==> config.mk <==
export PLATFORM = sky130hd
export DESIGN_NAME = kbf_res_fifo
export DESIGN_NICKNAME = d
export VERILOG_FILES = /design/src/kbf_pkg.sv /design/src/kbf_res_fifo.sv
export SDC_FILE = /design/constraint.sdc
export NUM_CORES = 1
export LEC_CHECK = 0
export ABC_AREA = 0
export BUFFER_PORTS_ARGS = -buffer_cell sky130_fd_sc_hd__buf_2
export CAP_MARGIN = 0
export CORE_MARGIN = 2
export CORE_UTILIZATION = 40
export CTS_CLUSTER_DIAMETER = 150
export CTS_CLUSTER_SIZE = 40
export DETAILED_ROUTE_END_ITERATION = 7
export PLACE_DENSITY = 0.68
export RECOVER_POWER = 50
export SETUP_SLACK_MARGIN = 0.2
export SYNTH_ARGS = -nofsm -noshare
export SYNTH_HDL_FRONTEND = slang
export SYNTH_SLANG_ARGS = --single-unit
==> constraint.sdc <==
create_clock -name clk -period 2.6 [get_ports clk]
set_input_delay 0.26 -clock clk [delete_from_list [all_inputs] [get_ports clk]]
set_output_delay 0.26 -clock clk [all_outputs]
set_load 0.01 [all_outputs]
==> src/kbf_pkg.sv <==
package kbf_pkg;

	localparam int unsigned RADIO_GROUPS_DEF = 32;
	localparam int unsigned KEY_COUNT_DEF = 256;
	localparam int unsigned OUT_DEPTH = 4;

	localparam logic [2:0] KIND_DEFAULT = 3'd0;
	localparam logic [2:0] KIND_LOCK = 3'd1;
	localparam logic [2:0] KIND_RADIO = 3'd2;
	localparam logic [2:0] KIND_OVL1 = 3'd3;
	localparam logic [2:0] KIND_OVL2 = 3'd4;

	localparam logic [1:0] ERR_NONE = 2'd0;
	localparam logic [1:0] ERR_RADIO_GROUP = 2'd1;
	localparam logic [1:0] ERR_UNKNOWN_KIND = 2'd2;

	localparam logic [2:0] REG_OVL1_EN = 3'd0;
	localparam logic [2:0] REG_OVL2_EN = 3'd1;
	localparam logic [2:0] REG_MIN_KEY = 3'd2;
	localparam logic [2:0] REG_MAX_KEY = 3'd3;
	localparam logic [2:0] REG_RADIO_COUNT = 3'd4;
	localparam logic [2:0] REG_BYPASS = 3'd5;

	localparam logic [7:0] MIN_KEY_RST = 8'd8;
	localparam logic [7:0] MAX_KEY_RST = 8'd255;

	typedef struct packed {
		logic       req_type;
		logic [7:0] key_code;
		logic       is_release;
		logic       is_repeat;
		logic [2:0] behavior_kind;
		logic       behavior_permanent;
		logic [7:0] behavior_data;
	} req_t;

	typedef struct packed {
		logic [7:0] out_key;
		logic       out_is_release;
		logic [1:0] error_code;
		logic       last;
	} res_t;

	typedef struct packed {
		logic [2:0] reg_index;
		logic [7:0] wr_data;
	} cfg_t;

	typedef struct packed {
		logic [2:0] kind;
		logic       permanent;
		logic [7:0] data;
	} behav_t;

	typedef struct packed {
		logic       ovl1_en;
		logic       ovl2_en;
		logic [7:0] min_key;
		logic [7:0] max_key;
		logic [5:0] radio_count;
		logic       bypass;
	} cfg_regs_t;

	typedef struct packed {
		logic [1:0] n;
		res_t       r0;
		res_t       r1;
	} push_t;

endpackage

==> src/kbf_res_fifo.sv <==
module kbf_res_fifo (
	input  logic            clk,
	input  logic            arst_n,
	input  kbf_pkg::push_t  push,
	output logic            room,
	output logic            out_valid,
	input  logic            out_ready,
	output kbf_pkg::res_t   out_data
);
	localparam int unsigned PW = $clog2(kbf_pkg::OUT_DEPTH);
	localparam int unsigned CW = $clog2(kbf_pkg::OUT_DEPTH + 1);

	kbf_pkg::res_t mem_q [kbf_pkg::OUT_DEPTH];
	logic [PW-1:0] wr_ptr_q;
	logic [PW-1:0] rd_ptr_q;
	logic [CW-1:0] count_q;
	logic          pop;

	assign out_valid = (count_q != '0);
	assign out_data  = mem_q[rd_ptr_q];
	assign pop       = out_valid & out_ready;
	assign room      = (count_q <= CW'(kbf_pkg::OUT_DEPTH - 2));

	always_ff @(posedge clk) begin
		if (push.n != 2'd0) begin
			mem_q[wr_ptr_q] <= push.r0;
		end
		if (push.n == 2'd2) begin
			mem_q[wr_ptr_q + PW'(1)] <= push.r1;
		end
	end

	always_ff @(posedge clk or negedge arst_n) begin
		if (!arst_n) begin
			wr_ptr_q <= '0;
			rd_ptr_q <= '0;
			count_q  <= '0;
		end else begin
			wr_ptr_q <= wr_ptr_q + PW'(push.n);
			if (pop) begin
				rd_ptr_q <= rd_ptr_q + PW'(1);
			end
			count_q <= count_q + CW'(push.n) - CW'(pop);
		end
	end
endmodule

==> results.py, run 1 <==
metrics = {
    "run_status": {
        "outcome": "complete, no violations",
    },
    "drt": {
        "drt-initial-drc-count": 104,
        "route.final.wire_length_um": 5390,
        "routedWlPerCell_um": 17.7,
        "route.detailed.drc": 0,
        "vias_per_cell": 4.96,
        "vias": 1508,
        "drtPass1Iterations": 3,
        "postRouteAntennaNets": 0,
    },
    "pwr": {
        "seq_power_share": 0.473,
        "clockPowerShare": 0.151,
        "power_density_nw_per_um2": 978,
        "switchingPower_w": 0.00104,
        "p_int_w": 0.00210,
        "combPwrFrac": 0.375,
        "leakage_nw": 1.20,
        "ir_drop_v": 0.000561,
        "p_sw_frac": 0.331,
    },
    "worst_hold_path": {
        "hold_path.class": "input pin to register",
    },
    "clock_tree": {
        "root_buffer": "clkbuf_8",
        "cts_resized": 0,
        "clkLatencyLatePin_ns": 0.31,
        "clock-sinks": 55,
        "cts_buffer_depth": 2,
        "path_clk_slew_ns": 0.10,
        "htreeDepth": 2,
        "numCtsBuffers": 5,
        "ctsHoldBuffers": 1,
        "cts_tree": "built",
        "cts_setup_buffers": 0,
    },
    "synth": {
        "yosysMostFrequentCell": "edfxtp_1",
        "synth_cells": 156,
        "yosysTopAreaCellShare": 0.488,
        "synth_compound_area_frac": 0.0165,
        "ys_async_sr_fraction": 0.127,
        "synth_warnings": 0,
        "synthDistinctLibCells": 27,
        "synth_ff_type": "edfxtp_1",
        "synth_top_family_by_area": "multiplexers",
        "synth_top_area_cell": "edfxtp_1",
        "synth_edf_count": 48,
        "yosys_register_bits": 55,
        "yosys.area_share.simple": 0.0309,
        "yosys-top-cells-area": "edfxtp_1 (49%), mux2_4 (19%), mux4_2 (9.2%)",
        "synthAdderAreaFrac": 0.0237,
        "synth.mux.area_fraction": 0.326,
        "synth_fp_nets": 190,
        "synth_xor_area_frac": 0.0178,
        "synth_area_um2": 2950,
        "synth_common_cells": "edfxtp_1 (48), mux2_4 (38), mux4_2 (12), mux2_2 (10), dfrtp_1 (7)",
        "avgSynthCellArea_um2": 18.9,
        "seq_area_frac_synth": 0.547,
    },
    "layout": {
        "drive_above_1_share": 0.420,
        "instances_no_fill": 304,
        "final_nets": 238,
        "fin_area_um2": 3210,
        "area_growth_pct": 8.73,
        "antennaDiodeCount": 0,
        "fillCellCount": 694,
    },
    "critical_path": {
        "worstSetupPathType": "register to register",
        "crit_path_start_kind": "register",
        "crit_fanout": 9,
        "path_cells": "nor4b_1, clkbuf_1, mux2_1",
        "cp_slowest_cell": "clkbuf_1",
        "arrival_ns": 2.13,
        "slowest_delay_ns": 0.51,
        "crit_path_end_kind": "register",
        "cp.required_ns": 2.66,
    },
    "grt": {
        "grt_start_max_net_pins": 18,
        "grt_use_total": 0.137,
        "grt_pass1_vias": 1585,
        "grt_overflow": 0,
        "antenna_found_initial": 0,
        "grt_pass1_wl_um": 8430,
    },
    "floorplanning": {
        "die-area_um2": 8090,
        "io_pins": 43,
        "fp.dieH_um": 89.9,
        "initial_core_util": 0.409,
        "die_x_um": 89.9,
        "coreArea_um2": 7210,
        "num_rows": 31,
    },
    "placement": {
        "gp_routability_congestion": 0.710,
        "dpl.hpwl_um": 3580,
        "dpl_cell_area_um2": 3260,
        "port_buffers": 42,
        "dp.cells": 295,
        "pre_cts_ws_ns": 0.562,
    },
    "sta": {
        "slew_headroom": 0.483,
        "worst_slew_pin_slew_ns": 0.775,
        "fin_crit_ns": 2.07,
        "fin_ws_ns": 0.530,
        "fin_worst_skew_ns": 0.00899,
        "final_max_slew_viol_count": 0,
        "hold_viol_final": 0,
        "finalCritPeriodShare": 0.796,
        "tns_ns": 0,
        "fmax_ghz": 0.483,
        "rsz0062_at_grt": "false",
        "setup_viol": 0,
    },
    "job": {
        "cap_viol_max_count": 0,
    },
}
## layout make-up
| type | instances | area (um^2) | area share |
|---|---|---|---|
| Multi-Input combinational cell | 86 | 1100 | 0.343 |
| Timing Repair Buffer | 50 | 258 | 0.0803 |
| Sequential cell | 55 | 1620 | 0.504 |
| Tap cell | 99 | 124 | 0.0386 |
| Clock buffer | 5 | 68.8 | 0.0214 |
| Clock inverter | 3 | 20.0 | 0.00624 |
| Inverter | 6 | 22.5 | 0.00701 |
## critical path, delay by kind of cell, from the launching register on
kind          cells  cell delay, ns
mux               1            0.39
buf+inv           1            0.51
simple gates      1            0.44
flops             1            0.49
## through the flow
| stage | power (W) | util | hold slack (ns) |
|---|---|---|---|
| finish | 0.00314 | 0.445 | 0.272 |
| global placement | 0.00277 | 0.451 | 0.105 |
| CTS | 0.00327 | 0.465 | 0.288 |
| detailed placement | 0.00280 | 0.451 | 0.107 |
| global route | 0.00332 | 0.445 | 0.271 |
| floorplan | 0.00239 | - | -0.0356 |
## cells by family after synthesis
| family | Yosys count |
|---|---|
| AO/OA/AOI/OAI | 6 |
| AND/OR/NAND/NOR | 8 |
| flip-flops | 55 |
| multiplexers | 61 |
| buffers and inverters | 15 |
| XOR/XNOR | 6 |
| adder cells (fa/ha/maj) | 5 |
## sequential cells by signal, indices dropped and copies added (netlist names)
signal,flops
count_q,3
mem_q,48
rd_ptr_q,2
wr_ptr_q,2
## power by group through the flow
stage	clock (W)	sequential, W	combinational [W]
after detailed placement	0	0.00153	0.00128
final	0.000475	0.00149	0.00118
after global placement	0	0.00151	0.00127
after global routing	0.000517	0.00152	0.00128
after CTS	0.000484	0.00150	0.00128
after floorplan	0	0.00142	0.000978
## layout by cell type (no fill, tap or decap), types with 4 or more instances in the layout
master and count:
dfrtp_1 7, clkbuf_1 6, mux2_1 27, mux2_4 11, ha_1 4, mux2_2 10
xnor2_1 5, edfxtp_1 48, clkbuf_8 5, mux4_2 12, buf_2 39, inv_1 6
buf_4 4
## final timing paths
check / startpoint / endpoint / slack, ns / cells after the start
worst min-delay path: push[14] / mem_q[1][2] / 0.27 / 2
worst max register to register: wr_ptr_q[1] / mem_q[1][1] / 0.53 / 3
min in group asynchronous: arst_n / wr_ptr_q[0] / 0.38 / 2
worst max-delay path: wr_ptr_q[1] / mem_q[1][1] / 0.53 / 3
worst min register to register: rd_ptr_q[0] / rd_ptr_q[0] / 0.51 / 1
max in group asynchronous: arst_n / rd_ptr_q[0] / 1.94 / 2
## metal layers
metal  vias up  part of all wire  GRT usage
li1        714                 -          -
met1       759              0.44      0.177
met2        27              0.51      0.233
met3         8             0.034     0.0251
met4         0             0.013     0.0462
met5         -                 0          0
No activity file was read; power rests on OpenSTA's default activity.
==> run 2, diff against run 1 <==
- ABC_AREA: 0 -> 1
- PLACE_DENSITY: 0.68 -> 0.7
- clock period: 2.6 -> 1.8 ns (I/O delays scaled with it)
==> results.py, run 2 <==
metrics = {
    "floorplanning": {
        "fp.dieH_um": 90.8,
        "die_x_um": 90.8,
        "initial_core_util": 0.415,
        "coreArea_um2": 7250,
        "die-area_um2": 8240,
        "io_pins": 43,
        "num_rows": 31,
    },
    "placement": {
        "dp.cells": 520,
        "pre_cts_ws_ns": 0.0101,
        "dpl_cell_area_um2": 3410,
        "port_buffers": 42,
        "dpl.hpwl_um": 5170,
        "gp_routability_congestion": 0.849,
    },
    "sta": {
        "setup_viol": 0,
        "slew_headroom": 0.678,
        "finalCritPeriodShare": 0.982,
        "final_max_slew_viol_count": 0,
        "fin_crit_ns": 1.77,
        "fin_worst_skew_ns": 0.0204,
        "fmax_ghz": 0.566,
        "rsz0062_at_grt": "true",
        "fin_ws_ns": 0.0320,
        "worst_slew_pin_slew_ns": 0.481,
        "hold_viol_final": 0,
    },
    "synth": {
        "synth_cells": 376,
        "synth_top_area_cell": "edfxtp_1",
        "synth_warnings": 0,
        "synthDistinctLibCells": 22,
        "synth_edf_count": 48,
        "yosys_register_bits": 55,
        "synth_common_cells": "nand2_1 (168), edfxtp_1 (48), nand3_1 (39), nor2_1 (28), o21ai_0 (27)",
        "synth_area_um2": 3010,
        "avgSynthCellArea_um2": 8.01,
        "synth_ff_type": "edfxtp_1",
        "yosysMostFrequentCell": "nand2_1",
        "seq_area_frac_synth": 0.537,
        "yosysTopAreaCellShare": 0.479,
        "synth_fp_nets": 410,
        "ys_async_sr_fraction": 0.127,
        "yosys-top-cells-area": "edfxtp_1 (48%), nand2_1 (21%), nand3_1 (6.5%)",
    },
    "layout": {
        "final_nets": 473,
        "reg_top3": "mem_q: 48 flops, count_q: 3 flops",
        "largest_register_ffs": 48,
        "fin_area_um2": 3790,
        "antennaDiodeCount": 0,
        "instances_no_fill": 539,
        "drive_above_1_share": 0.264,
        "largest_register": "mem_q",
        "most-common-layout-cells": "nand2_1 (164), edfxtp_1 (48), buf_2 (41), nand3_1 (39), buf_4 (24)",
        "area_growth_pct": 25.8,
        "layout_commonest_cell": "nand2_1",
    },
    "critical_path": {
        "crit_path_end_kind": "register",
        "worstSetupPathType": "register to register",
        "crit_fanout": 2,
        "cp_slowest_cell": "dfrtp_1",
        "cp.required_ns": 2.06,
        "crit_path_start_kind": "register",
        "slowest_delay_ns": 0.40,
        "path_cells": "nor2_1, nand2_2, nand2_2, inv_2, ha_4, inv_2, ha_4, fa_2, nand3b_1, nand2_1",
        "arrival_ns": 2.02,
    },
    "clock_tree": {
        "root_buffer": "clkbuf_8",
        "cts_buffer_depth": 2,
        "cts_tree": "built",
        "path_clk_slew_ns": 0.09,
        "clock-sinks": 55,
        "htreeDepth": 2,
        "clkLatencyLatePin_ns": 0.32,
        "numCtsBuffers": 5,
    },
    "grt": {
        "grt_start_max_net_pins": 22,
        "grt_overflow": 0,
        "grt_pass1_wl_um": 12200,
        "grt_pass1_vias": 2662,
        "antenna_found_initial": 0,
        "grt_use_total": 0.186,
    },
    "drt": {
        "route.final.wire_length_um": 7790,
        "drt-initial-drc-count": 164,
        "drtPass1Iterations": 4,
        "route.detailed.drc": 0,
        "postRouteAntennaNets": 0,
        "routedWlPerCell_um": 14.4,
        "vias": 2690,
        "vias_per_cell": 4.99,
    },
    "pwr": {
        "leakage_nw": 1.80,
        "power_density_nw_per_um2": 1600,
        "ir_drop_v": 0.000459,
    },
    "run_status": {
        "outcome": "complete, no violations",
    },
    "job": {
        "cap_viol_max_count": 0,
    },
    "worst_hold_path": {
        "hold_path.class": "input pin to register",
    },
}
run 2: layer usage:
layer	track usage	wire length, um	part of all wire
met3	0.0301	458	0.059
met2	0.325	3900	0.50
met4	0.0859	180	0.023
met1	0.226	3250	0.42
met5	0	0	0
run 2: timing repair:
action                     4_1_cts  5_1_grt
setup endpoints to repair       14       29
hold endpoints to repair         7        0
gates cloned                     0        2
pin swaps                        6        9
buffers inserted                 4        4
resized for setup               16       42
hold buffers                     1        0
run 2: worst paths after layout:
check / from / endpoint / slack [ns] / depth (start not counted)
worst max-delay path: count_q[1] / count_q[2] / 0.03 / 10
worst min-delay path: out_ready / rd_ptr_q[0] / 0.14 / 3
worst max register to register: count_q[1] / count_q[2] / 0.03 / 10
worst min register to register: rd_ptr_q[1] / rd_ptr_q[1] / 0.50 / 2
max in group asynchronous: arst_n / rd_ptr_q[0] / 1.19 / 2
min in group asynchronous: arst_n / count_q[1] / 0.30 / 2
run 2: cells by family (layout without fill, tap and decap cells):
group	count (synthesis)	count (layout)	synth area share
simple gates	241	241	0.322
flops	55	55	0.537
buf+inv	46	110	0.0698
compound gates	29	29	0.0482
fa+ha+maj	5	5	0.0233
run 2: worst max-delay path, delay by kind of cell (launching register included):
family / cells / cell delay, ns
flops: 1 / 0.40
buf+inv: 2 / 0.08
fa+ha+maj: 3 / 0.72
simple gates: 5 / 0.49
run 2: layout make-up:
| type | instances | area, um^2 |
|---|---|---|
| repair buffers | 75 | 522 |
| clock inverters | 2 | 38.8 |
| clock buffers | 6 | 72.6 |
| fillers | 672 | 3460 |
| multi-input cells | 275 | 1310 |
| inverters | 27 | 103 |
| flip-flops and latches | 55 | 1620 |
| well taps | 99 | 124 |
run 2: power by group:
| part | internal (W) | switching [W] | total, W |
|---|---|---|---|
| sequential | 0.00195 | 0.000211 | 0.00216 |
| clock | 0.000421 | 0.000405 | 0.000826 |
| combinational | 0.00126 | 0.00180 | 0.00306 |
run 2: through the flow:
step	total power, W	hold slack (ns)	setup TNS [ns]	utilization
final	0.00605	0.136	0	0.522
after global routing	0.00647	0.155	-0.0685	0.522
after CTS	0.00561	0.125	0	0.498
after detailed placement	0.00460	0.0295	0	0.471
after global placement	0.00450	0.0229	0	0.471
after floorplan	0.00362	-0.116	0	-
